**config.mk**
```make
export PLATFORM = sky130hd
export DESIGN_NAME = utf16_to_utf8_transcoder_core
export DESIGN_NICKNAME = d
export VERILOG_FILES = /design/src/utt_pkg.sv /design/src/utt_step.sv /design/src/utt_serial.sv /design/src/utf16_to_utf8_transcoder_core.sv
export SDC_FILE = /design/constraint.sdc
export NUM_CORES = 1
export LEC_CHECK = 0
export BUFFER_PORTS_ARGS = -buffer_cell sky130_fd_sc_hd__clkbuf_2
export CAP_MARGIN = 15
export CORE_MARGIN = 2
export CORE_UTILIZATION = 64
export DETAILED_ROUTE_END_ITERATION = 7
export MAX_ROUTING_LAYER = met4
export PLACE_DENSITY = 0.82
export REMOVE_ABC_BUFFERS = 1
export SETUP_SLACK_MARGIN = 0.2
export SLEW_MARGIN = 20
export SYNTH_ARGS = -nofsm -noshare
export SYNTH_HDL_FRONTEND = slang
export SYNTH_SLANG_ARGS = --single-unit
```
**constraint.sdc**
```tcl
create_clock -name clk -period 7.8 [get_ports clk]
set_clock_uncertainty 0.05 [all_clocks]
set_input_delay 2.34 -clock clk [delete_from_list [all_inputs] [get_ports clk]]
set_output_delay 2.34 -clock clk [all_outputs]
set_load 0.005 [all_outputs]
```
**src/utt_pkg.sv**
```systemverilog
`default_nettype none

package utt_pkg;

    // Result group: every byte that one input transfer gives, in order
    localparam int GRP_DEPTH = 6;
    localparam int GRP_CNT_W = $clog2(GRP_DEPTH + 1);

    typedef struct packed {
        logic [GRP_DEPTH-1:0][7:0] data;
        logic [GRP_CNT_W-1:0]      cnt;
        logic                      marker;   // bare end marker, no data byte
        logic                      eof;
    } grp_t;

    // One encoded code point, at most four bytes
    typedef struct packed {
        logic [3:0][7:0] b;
        logic [2:0]      n;
    } enc_t;

    localparam logic [1:0] MODE_AUTO = 2'd0;
    localparam logic [1:0] MODE_LE   = 2'd1;
    localparam logic [1:0] MODE_BE   = 2'd2;
    localparam logic [1:0] MODE_PASS = 2'd3;

    localparam logic [7:0] BOM_EF = 8'hEF;
    localparam logic [7:0] BOM_BB = 8'hBB;
    localparam logic [7:0] BOM_BF = 8'hBF;
    localparam logic [7:0] BOM_FF = 8'hFF;
    localparam logic [7:0] BOM_FE = 8'hFE;

    localparam logic [15:0] SURR_HI_MIN = 16'hD800;
    localparam logic [15:0] SURR_HI_MAX = 16'hDBFF;
    localparam logic [15:0] SURR_LO_MIN = 16'hDC00;
    localparam logic [15:0] SURR_LO_MAX = 16'hDFFF;
    localparam logic [20:0] CP_SUPP_BASE = 21'h10000;

    localparam logic [20:0] CP_LIM_1 = 21'h80;
    localparam logic [20:0] CP_LIM_2 = 21'h800;
    localparam logic [20:0] CP_LIM_3 = 21'h10000;

    localparam logic [7:0] LEAD_2 = 8'hC0;
    localparam logic [7:0] LEAD_3 = 8'hE0;
    localparam logic [7:0] LEAD_4 = 8'hF0;
    localparam logic [7:0] CONT   = 8'h80;

    function automatic enc_t utf8_encode(input logic [20:0] cp);
        enc_t e;
        e = '0;
        if (cp < CP_LIM_1) begin
            e.b[0] = cp[7:0];
            e.n    = 3'd1;
        end
        else if (cp < CP_LIM_2) begin
            e.b[0] = LEAD_2 | {3'b000, cp[10:6]};
            e.b[1] = CONT | {2'b00, cp[5:0]};
            e.n    = 3'd2;
        end
        else if (cp < CP_LIM_3) begin
            e.b[0] = LEAD_3 | {4'b0000, cp[15:12]};
            e.b[1] = CONT | {2'b00, cp[11:6]};
            e.b[2] = CONT | {2'b00, cp[5:0]};
            e.n    = 3'd3;
        end
        else begin
            e.b[0] = LEAD_4 | {5'b00000, cp[20:18]};
            e.b[1] = CONT | {2'b00, cp[17:12]};
            e.b[2] = CONT | {2'b00, cp[11:6]};
            e.b[3] = CONT | {2'b00, cp[5:0]};
            e.n    = 3'd4;
        end
        return e;
    endfunction

    // Append one byte; a full group drops it
    function automatic grp_t grp_push(input grp_t g, input logic [7:0] b);
        grp_t r;
        r = g;
        if (g.cnt < GRP_CNT_W'(GRP_DEPTH)) begin
            r.data[g.cnt] = b;
            r.cnt         = GRP_CNT_W'(g.cnt + 1'b1);
        end
        return r;
    endfunction

    function automatic grp_t grp_push_cp(input grp_t g, input logic [20:0] cp);
        grp_t r;
        enc_t e;
        r = g;
        e = utf8_encode(cp);
        for (int i = 0; i < 4; i++) begin
            if (3'(i) < e.n) begin
                r = grp_push(r, e.b[i]);
            end
        end
        return r;
    endfunction

endpackage

`default_nettype wire

```
**src/utt_step.sv**
```systemverilog
`default_nettype none

// Stream state and the per-transfer decode into a result group
module utt_step (
    input  wire logic          clk,
    input  wire logic          rst_n,
    input  wire logic          cfg_wr,
    input  wire logic [1:0]    cfg_mode,
    input  wire logic          fire,
    input  wire logic [7:0]    item_byte,
    input  wire logic          item_end,
    output utt_pkg::grp_t      grp
);
    import utt_pkg::*;

    typedef enum logic [3:0] {
        PH_DETECT = 4'b0001,
        PH_PASS   = 4'b0010,
        PH_LE     = 4'b0100,
        PH_BE     = 4'b1000
    } phase_t;

    function automatic phase_t start_phase(input logic [1:0] mode);
        phase_t p;
        case (mode)
            MODE_AUTO: p = PH_DETECT;
            MODE_LE:   p = PH_LE;
            MODE_BE:   p = PH_BE;
            default:   p = PH_PASS;
        endcase
        return p;
    endfunction

    logic [1:0] mode_reg;
    phase_t     phase_reg, phase_next;
    logic [1:0] hc_reg, hc_next;
    logic       held_valid_reg, held_valid_next;
    logic       pend_valid_reg, pend_valid_next;
    logic [7:0] head0_reg, head0_next;
    logic [7:0] head1_reg, head1_next;
    logic [7:0] held_byte_reg, held_byte_next;
    logic [9:0] pend_high_reg, pend_high_next;

    grp_t        g;
    logic [15:0] unit;
    logic        done;

    always_comb
    begin
        g               = '0;
        unit            = '0;
        done            = 1'b0;
        phase_next      = phase_reg;
        hc_next         = hc_reg;
        held_valid_next = held_valid_reg;
        pend_valid_next = pend_valid_reg;
        head0_next      = head0_reg;
        head1_next      = head1_reg;
        held_byte_next  = held_byte_reg;
        pend_high_next  = pend_high_reg;

        case (phase_reg)
            PH_DETECT:
            begin
                if (hc_reg == 2'd0) begin
                    if (item_byte inside {BOM_EF, BOM_FF, BOM_FE}) begin
                        head0_next = item_byte;
                        hc_next    = 2'd1;
                    end
                    else begin
                        g          = grp_push(g, item_byte);
                        phase_next = PH_PASS;
                    end
                end
                else if (hc_reg == 2'd1) begin
                    if (head0_reg == BOM_EF && item_byte == BOM_BB) begin
                        head1_next = item_byte;
                        hc_next    = 2'd2;
                    end
                    else if (head0_reg == BOM_FF && item_byte == BOM_FE) begin
                        phase_next = PH_LE;
                        hc_next    = 2'd0;
                    end
                    else if (head0_reg == BOM_FE && item_byte == BOM_FF) begin
                        phase_next = PH_BE;
                        hc_next    = 2'd0;
                    end
                    else begin
                        g          = grp_push(g, head0_reg);
                        g          = grp_push(g, item_byte);
                        phase_next = PH_PASS;
                        hc_next    = 2'd0;
                    end
                end
                else begin
                    if (item_byte != BOM_BF) begin
                        g = grp_push(g, head0_reg);
                        g = grp_push(g, head1_reg);
                        g = grp_push(g, item_byte);
                    end
                    phase_next = PH_PASS;
                    hc_next    = 2'd0;
                end
                // End inside an unfinished mark: flush the held start bytes
                if (item_end && hc_next != 2'd0) begin
                    g = grp_push(g, head0_next);
                    if (hc_next == 2'd2) begin
                        g = grp_push(g, head1_next);
                    end
                    hc_next = 2'd0;
                end
            end
            PH_LE, PH_BE:
            begin
                if (!held_valid_reg) begin
                    held_byte_next  = item_byte;
                    held_valid_next = 1'b1;
                    if (item_end && pend_valid_reg) begin
                        pend_valid_next = 1'b0;
                        g = grp_push_cp(g, 21'(SURR_HI_MIN) | 21'(pend_high_reg));
                    end
                end
                else begin
                    held_valid_next = 1'b0;
                    unit = (phase_reg == PH_BE) ? {held_byte_reg, item_byte}
                                                : {item_byte, held_byte_reg};
                    if (pend_valid_reg) begin
                        pend_valid_next = 1'b0;
                        if (unit inside {[SURR_LO_MIN:SURR_LO_MAX]}) begin
                            g = grp_push_cp(g, CP_SUPP_BASE
                                               + {1'b0, pend_high_reg, unit[9:0]});
                            done = 1'b1;
                        end
                        else begin
                            g = grp_push_cp(g, 21'(SURR_HI_MIN) | 21'(pend_high_reg));
                        end
                    end
                    if (!done) begin
                        if (unit inside {[SURR_HI_MIN:SURR_HI_MAX]} && !item_end) begin
                            pend_high_next  = unit[9:0];
                            pend_valid_next = 1'b1;
                        end
                        else begin
                            g = grp_push_cp(g, 21'(unit));
                        end
                    end
                end
            end
            default:
            begin
                g = grp_push(g, item_byte);
            end
        endcase

        if (item_end) begin
            if (g.cnt == '0) begin
                g.cnt    = GRP_CNT_W'(1);
                g.marker = 1'b1;
            end
            g.eof           = 1'b1;
            phase_next      = start_phase(mode_reg);
            hc_next         = 2'd0;
            held_valid_next = 1'b0;
            pend_valid_next = 1'b0;
        end
    end

    assign grp = g;

    always_ff @(posedge clk or negedge rst_n)
    begin
        if (!rst_n) begin
            mode_reg       <= MODE_AUTO;
            phase_reg      <= PH_DETECT;
            hc_reg         <= 2'd0;
            held_valid_reg <= 1'b0;
            pend_valid_reg <= 1'b0;
        end
        else if (cfg_wr) begin
            mode_reg       <= cfg_mode;
            phase_reg      <= start_phase(cfg_mode);
            hc_reg         <= 2'd0;
            held_valid_reg <= 1'b0;
            pend_valid_reg <= 1'b0;
        end
        else if (fire) begin
            phase_reg      <= phase_next;
            hc_reg         <= hc_next;
            held_valid_reg <= held_valid_next;
            pend_valid_reg <= pend_valid_next;
        end
    end

    always_ff @(posedge clk)
    begin
        if (fire) begin
            head0_reg     <= head0_next;
            head1_reg     <= head1_next;
            held_byte_reg <= held_byte_next;
            pend_high_reg <= pend_high_next;
        end
    end

endmodule

`default_nettype wire

```
**src/utt_serial.sv**
```systemverilog
`default_nettype none

// Hold one result group and drain it a byte per transfer into the output register
module utt_serial (
    input  wire logic          clk,
    input  wire logic          rst_n,
    input  wire logic          fire,
    input  wire utt_pkg::grp_t grp,
    output logic               take_ok,
    output logic               out_valid,
    input  wire logic          out_stall,
    output logic [7:0]         out_byte,
    output logic               byte_valid,
    output logic               last_of_run,
    output logic               end_of_file
);
    import utt_pkg::*;

    grp_t                 g_reg;
    logic                 g_valid_reg;
    logic [GRP_CNT_W-1:0] idx_reg;

    logic       out_valid_reg;
    logic [7:0] out_byte_reg;
    logic       byte_valid_reg;
    logic       last_reg;
    logic       end_of_file_reg;

    logic out_free;
    logic move;
    logic g_last;
    logic load;

    assign out_free = !out_valid_reg || !out_stall;
    assign move     = g_valid_reg && out_free;
    assign g_last   = (idx_reg == GRP_CNT_W'(g_reg.cnt - 1'b1));
    assign take_ok  = !g_valid_reg || (move && g_last);
    assign load     = fire && (grp.cnt != '0);

    always_ff @(posedge clk or negedge rst_n)
    begin
        if (!rst_n) begin
            g_valid_reg   <= 1'b0;
            idx_reg       <= '0;
            out_valid_reg <= 1'b0;
        end
        else begin
            if (load) begin
                g_valid_reg <= 1'b1;
                idx_reg     <= '0;
            end
            else if (move) begin
                if (g_last) begin
                    g_valid_reg <= 1'b0;
                end
                idx_reg <= GRP_CNT_W'(idx_reg + 1'b1);
            end
            if (out_free) begin
                out_valid_reg <= move;
            end
        end
    end

    always_ff @(posedge clk)
    begin
        if (load) begin
            g_reg <= grp;
        end
        if (move) begin
            out_byte_reg    <= g_reg.data[idx_reg];
            byte_valid_reg  <= !g_reg.marker;
            last_reg        <= g_last;
            end_of_file_reg <= g_reg.eof && g_last;
        end
    end

    assign out_valid   = out_valid_reg;
    assign out_byte    = out_byte_reg;
    assign byte_valid  = byte_valid_reg;
    assign last_of_run = last_reg;
    assign end_of_file = end_of_file_reg;

`ifndef SYNTHESIS
    a_idx_in_group: assert property (@(posedge clk) disable iff (!rst_n)
        g_valid_reg |-> (idx_reg < g_reg.cnt))
        else $error("drain index beyond group");

    a_no_overwrite: assert property (@(posedge clk) disable iff (!rst_n)
        load |-> (!g_valid_reg || (move && g_last)))
        else $error("group loaded while not drained");

    a_marker_alone: assert property (@(posedge clk) disable iff (!rst_n)
        (g_valid_reg && g_reg.marker) |-> (g_reg.cnt == GRP_CNT_W'(1) && g_reg.eof))
        else $error("end marker not a lone end-of-file result");

    a_eof_is_last: assert property (@(posedge clk) disable iff (!rst_n)
        (out_valid_reg && end_of_file_reg) |-> last_reg)
        else $error("end of file off the last result of a run");
`endif

endmodule

`default_nettype wire

```
**src/utf16_to_utf8_transcoder_core.sv**
```systemverilog
`default_nettype none

// UTF-16 to UTF-8 transcoder. Raw file bytes enter one per transfer, stream_end
// on the last; UTF-8 bytes leave one per transfer. In auto mode a leading EF BB BF,
// FF FE or FE FF mark selects UTF-8, UTF-16LE or UTF-16BE and is dropped; any
// other start passes through as it is. UTF-16 units are paired from bytes,
// surrogate pairs are joined, lone surrogates become three-byte sequences and an
// odd trailing byte is dropped. Each input byte yields zero to six output bytes;
// the final result of each input is flagged by last_of_run, the final result of
// the file by end_of_file, and a file end that yields no byte gives one bare
// marker with byte_valid low. Writing input_mode restarts the stream; write it
// only while no transfer is in flight. An input byte passes an input register, is
// decoded combinationally into a result group held in the group register, and
// the group drains through the output register at one byte per cycle while
// out_stall is low. The output port sets the rate, so pass-through runs at one
// byte per cycle while out_stall is low.
module utf16_to_utf8_transcoder_core (
    input  wire logic       clk,
    input  wire logic       rst_n,
    input  wire logic       input_mode_wr,
    input  wire logic [1:0] input_mode,
    input  wire logic       in_valid,
    output logic            in_stall,
    input  wire logic [7:0] in_byte,
    input  wire logic       stream_end,
    output logic            out_valid,
    input  wire logic       out_stall,
    output logic [7:0]      out_byte,
    output logic            byte_valid,
    output logic            last_of_run,
    output logic            end_of_file
);
    import utt_pkg::*;

    // Input register
    logic       in_valid_reg;
    logic [7:0] in_byte_reg;
    logic       in_end_reg;

    logic  take_ok;
    logic  fire;
    logic  accept;
    grp_t  grp;

    // Decode the held byte once the group register can take its results
    assign fire     = in_valid_reg && take_ok;
    assign in_stall = in_valid_reg && !take_ok;
    assign accept   = in_valid && !in_stall;

    always_ff @(posedge clk or negedge rst_n)
    begin
        if (!rst_n) begin
            in_valid_reg <= 1'b0;
        end
        else if (accept) begin
            in_valid_reg <= 1'b1;
        end
        else if (fire) begin
            in_valid_reg <= 1'b0;
        end
    end

    // Hold the payload until the next transfer
    always_ff @(posedge clk)
    begin
        if (accept) begin
            in_byte_reg <= in_byte;
            in_end_reg  <= stream_end;
        end
    end

    // Stream state and decode
    utt_step u_step (
        .clk       (clk),
        .rst_n     (rst_n),
        .cfg_wr    (input_mode_wr),
        .cfg_mode  (input_mode),
        .fire      (fire),
        .item_byte (in_byte_reg),
        .item_end  (in_end_reg),
        .grp       (grp)
    );

    // Drain each group through the output register
    utt_serial u_serial (
        .clk         (clk),
        .rst_n       (rst_n),
        .fire        (fire),
        .grp         (grp),
        .take_ok     (take_ok),
        .out_valid   (out_valid),
        .out_stall   (out_stall),
        .out_byte    (out_byte),
        .byte_valid  (byte_valid),
        .last_of_run (last_of_run),
        .end_of_file (end_of_file)
    );

endmodule

`default_nettype wire

```
==> Word-level counts from Yosys, hierarchy flattened <==
Cells that the tools add are included.
{ "classes": {"add_sub_neg": 21, "order_cmp": 83, "eq_ne": 20, "muxes": 272, "bitwise": 2, "n_reduce_logical": 65} }
{ "ops": {"columns": ["operator", "n"], "rows": [
  ["2-to-1 mux 53 bit", 75],
  ["2-to-1 mux 51 bit", 24],
  ["bitwise mux 48 bit", 18],
  ["demux 8 bit (select 3 bit)", 18],
  ["2-to-1 mux 24 bit", 17],
  ["2-to-1 mux 11 bit", 28],
  ["2-to-1 mux 8 bit", 29],
  ["one-hot mux 53 bit (2 select lines)", 1],
  ["less-than comparator 3 x 4 -> 1 bit, second input constant", 19],
  ["2-to-1 mux 16 bit", 4],
  ["adder 3 x 1 -> 3 bit, second input constant", 19],
  ["equality test 8 bit, second input constant", 7],
  ["greater-or-equal comparator 3 x 1 -> 1 bit, second input constant", 18],
  ["less-than comparator 3 bit, second input constant", 18],
  ["2-to-1 mux 13 bit", 4],
  ["2-to-1 mux 25 bit", 2],
  ["2-to-1 mux 4 bit", 11],
  ["2-to-1 mux 19 bit", 2],
  ["logical AND 1 bit", 33],
  ["greater-or-equal comparator 16 bit, second input constant", 2],
  ["<= comparator 16 bit, second input constant", 2],
  ["less-than comparator 16 x 12 -> 1 bit, second input constant", 2],
  ["less-than comparator 16 x 8 -> 1 bit, second input constant", 2],
  ["binary-select mux 8 bit (select 3 bit)", 1],
  ["other kinds (36)", 107]
]} }
{ "word_totals": {"regBits": 123, "inputBits": 16, "wordCells": 491} }

==> Logic depth before layout (Yosys ltp) <==
{ "logic_depth": {"depth_word": 101, "depth_mapped": 21, "ltp_nobuf": 20} }

==> Cells and area by module <==
A second synthesis with hierarchy kept.
{ "unflattened": {"cells_unflattened": 960, "hier_area_um2": 8836.0} }
{ "modules_own_cells": {"columns": ["mod", "n_inst", "cells_per_inst", "area_each_um2", "seq_area_each_um2"], "rows": [
  ["utt_step", 1, 812, 5851.9, 1272.5],
  ["utt_serial", 1, 133, 2650.0, 2047.0],
  ["utf16_to_utf8_transcoder_core", 1, 15, 334.1, 295.3]
]} }

==> Least setup slack after synthesis <==
No wires, ideal clock.
{ "synth_timing": {"path_type": "flip-flop to flip-flop", "startpoint": "register u_step.phase_reg[1]", "endpoint": "register u_serial.g_reg[0] (netlist bit) (enable)", "setup_ps": 416, "t_arrival_ps": 5763, "required_time_ps": 7334, "slack_ps": 1571, "path_stages_with_launch": 21, "n_path_buf": 4, "cell_sequence": "dfrtp_1 or4b_4 buf_2 mux2i_1 a21oi_1 o21a_1 ha_1 clkbuf_1 clkbuf_1 ha_1 clkbuf_1 inv_1 o211ai_1 ha_1 o211a_1 nor3_1 a311oi_1 mux2_2 a21oi_1 o2111ai_1 and2_1"} }
{ "synth_via": {"elab_chain_cells": 71, "elab_cells_between_ends": 109, "cone_classes": "add/sub (8); order compare (24); eq/ne (3); mux (67); reduce/logical (7)"} }
{ "synth_lines": {"columns": ["element", "line", "text"], "rows": [
  ["from (decl)", "utt_step.sv:35", "phase_t phase_reg, phase_next;"],
  ["from (signal assigned)", "utt_step.sv:181", "phase_reg <= start_phase(cfg_mode);"],
  ["from (signal assigned)", "utt_step.sv:187", "phase_reg <= phase_next;"],
  ["equality test 4 bit", "utt_step.sv:62, utt_step.sv:125", null],
  ["2-to-1 mux 16 bit", "utt_step.sv:125", "unit = (phase_reg == PH_BE) ? {held_byte_reg, item_byte}"],
  ["adder 17 x 20 -> 21 bit", "utt_step.sv:131", "+ {1'b0, pend_high_reg, unit[9:0]});"],
  ["less-than comparator 21 x 17 -> 1 bit", "utt_pkg.sv:60", "else if (cp < CP_LIM_3) begin"],
  ["2-to-1 mux 25 bit", "utt_pkg.sv:60", null],
  ["2-to-1 mux 19 bit", "utt_pkg.sv:55", "else if (cp < CP_LIM_2) begin"],
  ["2-to-1 mux 11 bit", "utt_pkg.sv:51", "if (cp < CP_LIM_1) begin"],
  ["2-to-1 mux 11 bit", "utt_step.sv:129", "if (unit inside {[SURR_LO_MIN:SURR_LO_MAX]}) begin"],
  ["[... 56 more ...]", null, null],
  ["2-to-1 mux 53 bit", "utt_step.sv:115", "if (!held_valid_reg) begin"],
  ["one-hot mux 53 bit (2 select lines) (*)", "utt_step.sv:62", "case (phase_reg)"],
  ["logical NOT 3 bit", "utt_step.sv:156", "if (g.cnt == '0) begin"],
  ["2-to-1 mux 4 bit", "utt_step.sv:156", null],
  ["2-to-1 mux 5 bit (*)", "utt_step.sv:155", "if (item_end) begin"],
  ["nonzero test 3 bit (*)", "utt_serial.sv:38", "assign load = fire && (grp.cnt != '0);"],
  ["logical AND 1 bit (*)", "utt_serial.sv:38", null],
  ["named net u_serial.load", "utt_serial.sv:32", "logic load;"],
  ["to (signal assigned)", "utt_serial.sv:67", "g_reg <= grp;"],
  ["to (decl)", "utt_serial.sv:19", "grp_t g_reg;"]
]} }
The timed path passes the listed nets; every way through them passes the cells marked *. The select of a mux whose other input is x is not followed.
A chain may end at the register's enable or synchronous reset.

==> Worst setup path after layout <==
{ "layout_timing": {"startpoint": "register u_step.phase_reg[1]", "endpoint": "register u_serial.g_reg[14] (netlist bit) (enable)"} }
The elaborated chain is that of the path after synthesis.

==> flow_results.org <==
** GRT
- Number of antenna violations at the first check in global routing :: 0
- Vias in the first global route :: between 8000 and 9000
- Overflow after GRT :: 0
- Entering global routing, the biggest net connects 54 pins.
- The first global-routing pass estimated 50.1 mm of wire.
- In the global route stage, overall resource usage came out at between 40% and 50%.

** Setup path
- The critical path runs through a total of 19 cells.
- Critical Path Max Stage Delay :: around 730 ps
- Largest fanout of any net on the critical path :: between 50 and 60
- Worst-path cell chain :: or4b_4 -> a211oi_1 -> a21oi_1 -> o21ai_1 -> inv_1 -> ha_1 -> inv_1 -> nor2_1 -> mux2i_1 -> nand2_1 -> xnor2_1 -> ha_1 -> o211a_1 -> nor3_1 -> a311oi_1 -> mux2_2 -> a21oi_1 -> o2111ai_1 -> and2_4
- At the worst endpoint, the arrival time is about 6800 ps.
- The worst setup path is launched from a flip-flop.
- Critical path's top delay family :: compound AO/OA/AOI/OAI gates
- Required time of the critical path :: 7810 ps
- Worst path slowest cell :: or4b_4
- Sort of element at the end of the critical path :: flip-flop
- Setup CP Type :: reg -> reg
- Worst Reg-to-Reg Cells :: 19
- Counting both buffers and inverters, the worst setup path holds a total of 2.

** Finish
- Antenna fix cells :: 0
- The sequential cells in the finished layout cover a total of around 3600 µm².
- The finished cells cover 9850 µm².
- Fill cell instance count of the final layout :: 1041
- Flip-flop count of the largest register after layout :: 53
- Leaving out filler cells and counting taps, the final layout contains 1157.
- Finished Core Util :: between 70% and 80%
- Layout cell share with drive strength beyond 1 :: a little over an eighth
- Final-stage net count :: just under 1000
- The multi-input combinational cells in the finished layout cover a total of ~5000 µm².
- Relative area change from synthesis to final layout :: 9.59%

** Yosys
- Share of Yosys cell area claimed by the top area cell type :: between 30% and 40%
- edfxtp_1 takes more of the synthesized area than any other cell.
- Post-synthesis sequential area ratio :: between 40% and 50%
- Synthesis produced 965 cells.
- Most area-consuming cells after synthesis :: edfxtp_1 (36%), mux2i_1 (5.3%), a21oi_1 (4.4%), dfrtp_1 (4.2%), nand2_1 (2.8%)
- In this run, distinct cell masters in the synthesized netlist total 91.
- For this run, asynchronously set or reset flops after synthesis account for roughly an eighth.
- Flip-flop and latch count after synthesis :: 123
- Yosys printed 0 warnings.
- Number of flops mapped to enable cells by yosys :: ~110
- Average cell area after synthesis :: between 9 and 10 µm²
- edfxtp_1 is the most common cell in the netlist.
- List of most frequent post-synthesis cells :: edfxtp_1 (107), a21oi_1 (79), nand2_1 (68)
- Most used DFF post-synth :: edfxtp_1
- Post-synthesis instance area :: around 9000 µm²

** Place
- Post-place setup slack :: 825 ps
- Input and output buffers added on the ports amount to 28.
- The HPWL after detailed placement is ~24 mm.
- Global placement routability congestion :: 1.15
- Cell total after placement :: ~1100
- Placement Cell Area :: approximately 9300 µm²

** Die
- Overall die width :: between 100 and 150 µm
- Placeable Area :: approximately 14000 µm²
- Die ar. :: about 15000 µm²
- Die Height :: between 100 and 150 µm
- Number of placement rows :: 43
- Initial core utilization :: ~65%
- 29 I/O pins were placed.

** STA
- The number of failing hold endpoints at the final stage was 0.
- Measured against its own limit, the worst slew margin works out to 32.9%.
- Final setup vio count :: 0
- Max Slew Vio Count :: 0
- Highest attainable clock frequency :: 146 MHz
- Hold Worst Slack :: ~450 ps
- Setup repair after global routing left no endpoint under its margin.
- The smallest clock period supported by the final layout is computed as roughly 6800 ps.
- Across all setup checks in the final design, the least slack found is around 970 ps.
- At the pin with the least slew margin, the transition time is approximately 980 ps.
- Period utilisation layout :: between 80% and 90%
- Accumulated negative setup slack :: 0 ps

** Run
- Max-cap violations in this run came to 0.

** Clock network
- Post-CTS repair changed the size of 0 cells.
- The H-tree was split into 4 levels.
- The tree built by TritonCTS fans out to ~120 sinks.
- Largest buffer count on any clock path :: 2
- Worst skew pair latency :: around 430 ps
- In this run the post-CTS setup repair buffer count came out at 0.
- Number of buffers inserted during clock tree synthesis :: 17
- CTS tree :: built
- Clock input transition at the sequential cells of the worst setup and hold paths :: ~70 ps
- Root Buffer Master :: clkbuf_16
- Hold-fix buffer count after cts :: 0

** Pwr
- Across the VDD grid, the largest voltage drop is approximately 0.15 mV.
- The completed layout was analyzed and its total power is about 2.4 mW.
- Power spread over the standard cell area amounts to ~250 nW/µm².
- Standby leakage power :: between 3 and 4 nW

** Drt
- Via count :: between 9000 and 10000
- The first detailed-routing pass took 8 iterations.
- Violation count after the first detailed-route iteration :: 1698
- Number of DRC violations after detailed routing :: 6
- In the routed layout, each cell is associated on average with a via count of 7.86.
- In the final routed layout, each cell accounts on average for 29.2 µm.
- The count of nets left with antenna violations once routing finished came out at 0.
- Final wirelength :: about 34 mm

** Run status
- The final reports fail on design-rule violations.
- Result of the run :: complete, but fails checks

** Min path
- Class of the worst hold path :: reg -> reg
- Cell depth of the worst hold path :: 1
-- path summary, 6_finish.rpt --
| path | startpoint | to | slack (ps) |
|---|---|---|---|
| worst max-delay path | u_step.phase_reg[1]$_DFFE_PN0P_ | u_serial.g_reg[14]$_DFFE_PP_ | 970 |
| worst min-delay path | u_serial.g_valid_reg$_DFFE_PN0P_ | u_serial.out_valid$_DFFE_PN0N_ | 450 |
| worst max register to register | u_step.phase_reg[1]$_DFFE_PN0P_ | u_serial.g_reg[14]$_DFFE_PP_ | 970 |
| worst min register to register | u_serial.g_valid_reg$_DFFE_PN0P_ | u_serial.out_valid$_DFFE_PN0N_ | 450 |
| max in group asynchronous | rst_n | u_step.phase_reg[0]$_DFFE_PN1P_ | 5600 |
| min in group asynchronous | rst_n | u_serial.out_valid$_DFFE_PN0N_ | 1770 |
-- layer usage --
| metal | track usage [%] | part of all wire (%) | wire (µm) |
|---|---|---|---|
| met5 | - | 0 | 0 |
| met4 | 25.2 | 7.2 | 2420 |
| met3 | 15.9 | 15 | 4950 |
| met2 | 66.0 | 42 | 14100 |
| met1 | 60.0 | 36 | 12300 |
-- worst register-to-register path, stage by stage, from the launching register on --
cell	delay, ps
dfrtp_1	470
or4b_4	730
a211oi_1	340
a21oi_1	210
o21ai_1	650
inv_1	260
ha_1	530
inv_1	160
nor2_1	50
mux2i_1	530
nand2_1	150
xnor2_1	180
ha_1	260
o211a_1	190
nor3_1	60
a311oi_1	280
mux2_2	230
a21oi_1	110
o2111ai_1	300
and2_4	700
-- kinds of logic after synthesis --
group	after synthesis	share of synthesized area [%]
AO/OA/AOI/OAI	328	24.6
XOR/XNOR	11	1.28
adder cells (fa/ha/maj)	11	1.53
buffers and inverters	112	4.83
flip-flops	123	40.2
multiplexers	67	8.85
other	1	0.0417
AND/OR/NAND/NOR	312	18.6
-- layout by cell type (no fill, tap or decap), drive strengths merged, types with 6 or more instances in the layout --
| cell type | netlist | final |
|---|---|---|
| a211oi | 15 | 15 |
| a21boi | 6 | 6 |
| a21oi | 79 | 79 |
| a221oi | 10 | 10 |
| a22oi | 21 | 21 |
| a311oi | 6 | 6 |
| a31oi | 14 | 14 |
| a32oi | 6 | 6 |
| and2 | 16 | 16 |
| and3 | 13 | 13 |
| buf | 13 | 23 |
| clkbuf | 59 | 46 |
| clkinv | 5 | 8 |
| dfrtp | 15 | 15 |
| edfxtp | 107 | 107 |
| ha | 11 | 11 |
| inv | 35 | 45 |
| mux2 | 10 | 10 |
| mux2i | 49 | 49 |
| mux4 | 8 | 8 |
| nand2 | 69 | 69 |
| nand2b | 19 | 19 |
| nand3 | 32 | 32 |
| nand4 | 9 | 9 |
| nor2 | 67 | 67 |
| nor3 | 29 | 29 |
| nor4 | 10 | 10 |
| o211a | 6 | 6 |
| o211ai | 12 | 12 |
| o21ai | 60 | 60 |
| o22ai | 27 | 27 |
| o31ai | 6 | 6 |
| or2 | 6 | 6 |
| or3 | 9 | 9 |
| or4 | 6 | 6 |
| xnor2 | 9 | 9 |
-- area by class of cell --
class / count / share of cell area (%)
flip-flops and latches: 123 / 36.7
repair buffers: 51 / 3.17
multi-input cells: 731 / 50.3
well taps: 180 / 2.29
clock inverters: 14 / 1.46
clock buffers: 18 / 4.57
inverters: 40 / 1.52
-- power by group --
group / switching, mW / internal, mW
Clock: 0.350 / 0.445
Combinational: 0.388 / 0.234
Sequential: 0.123 / 0.878
(Power assumes the default switching activity.)
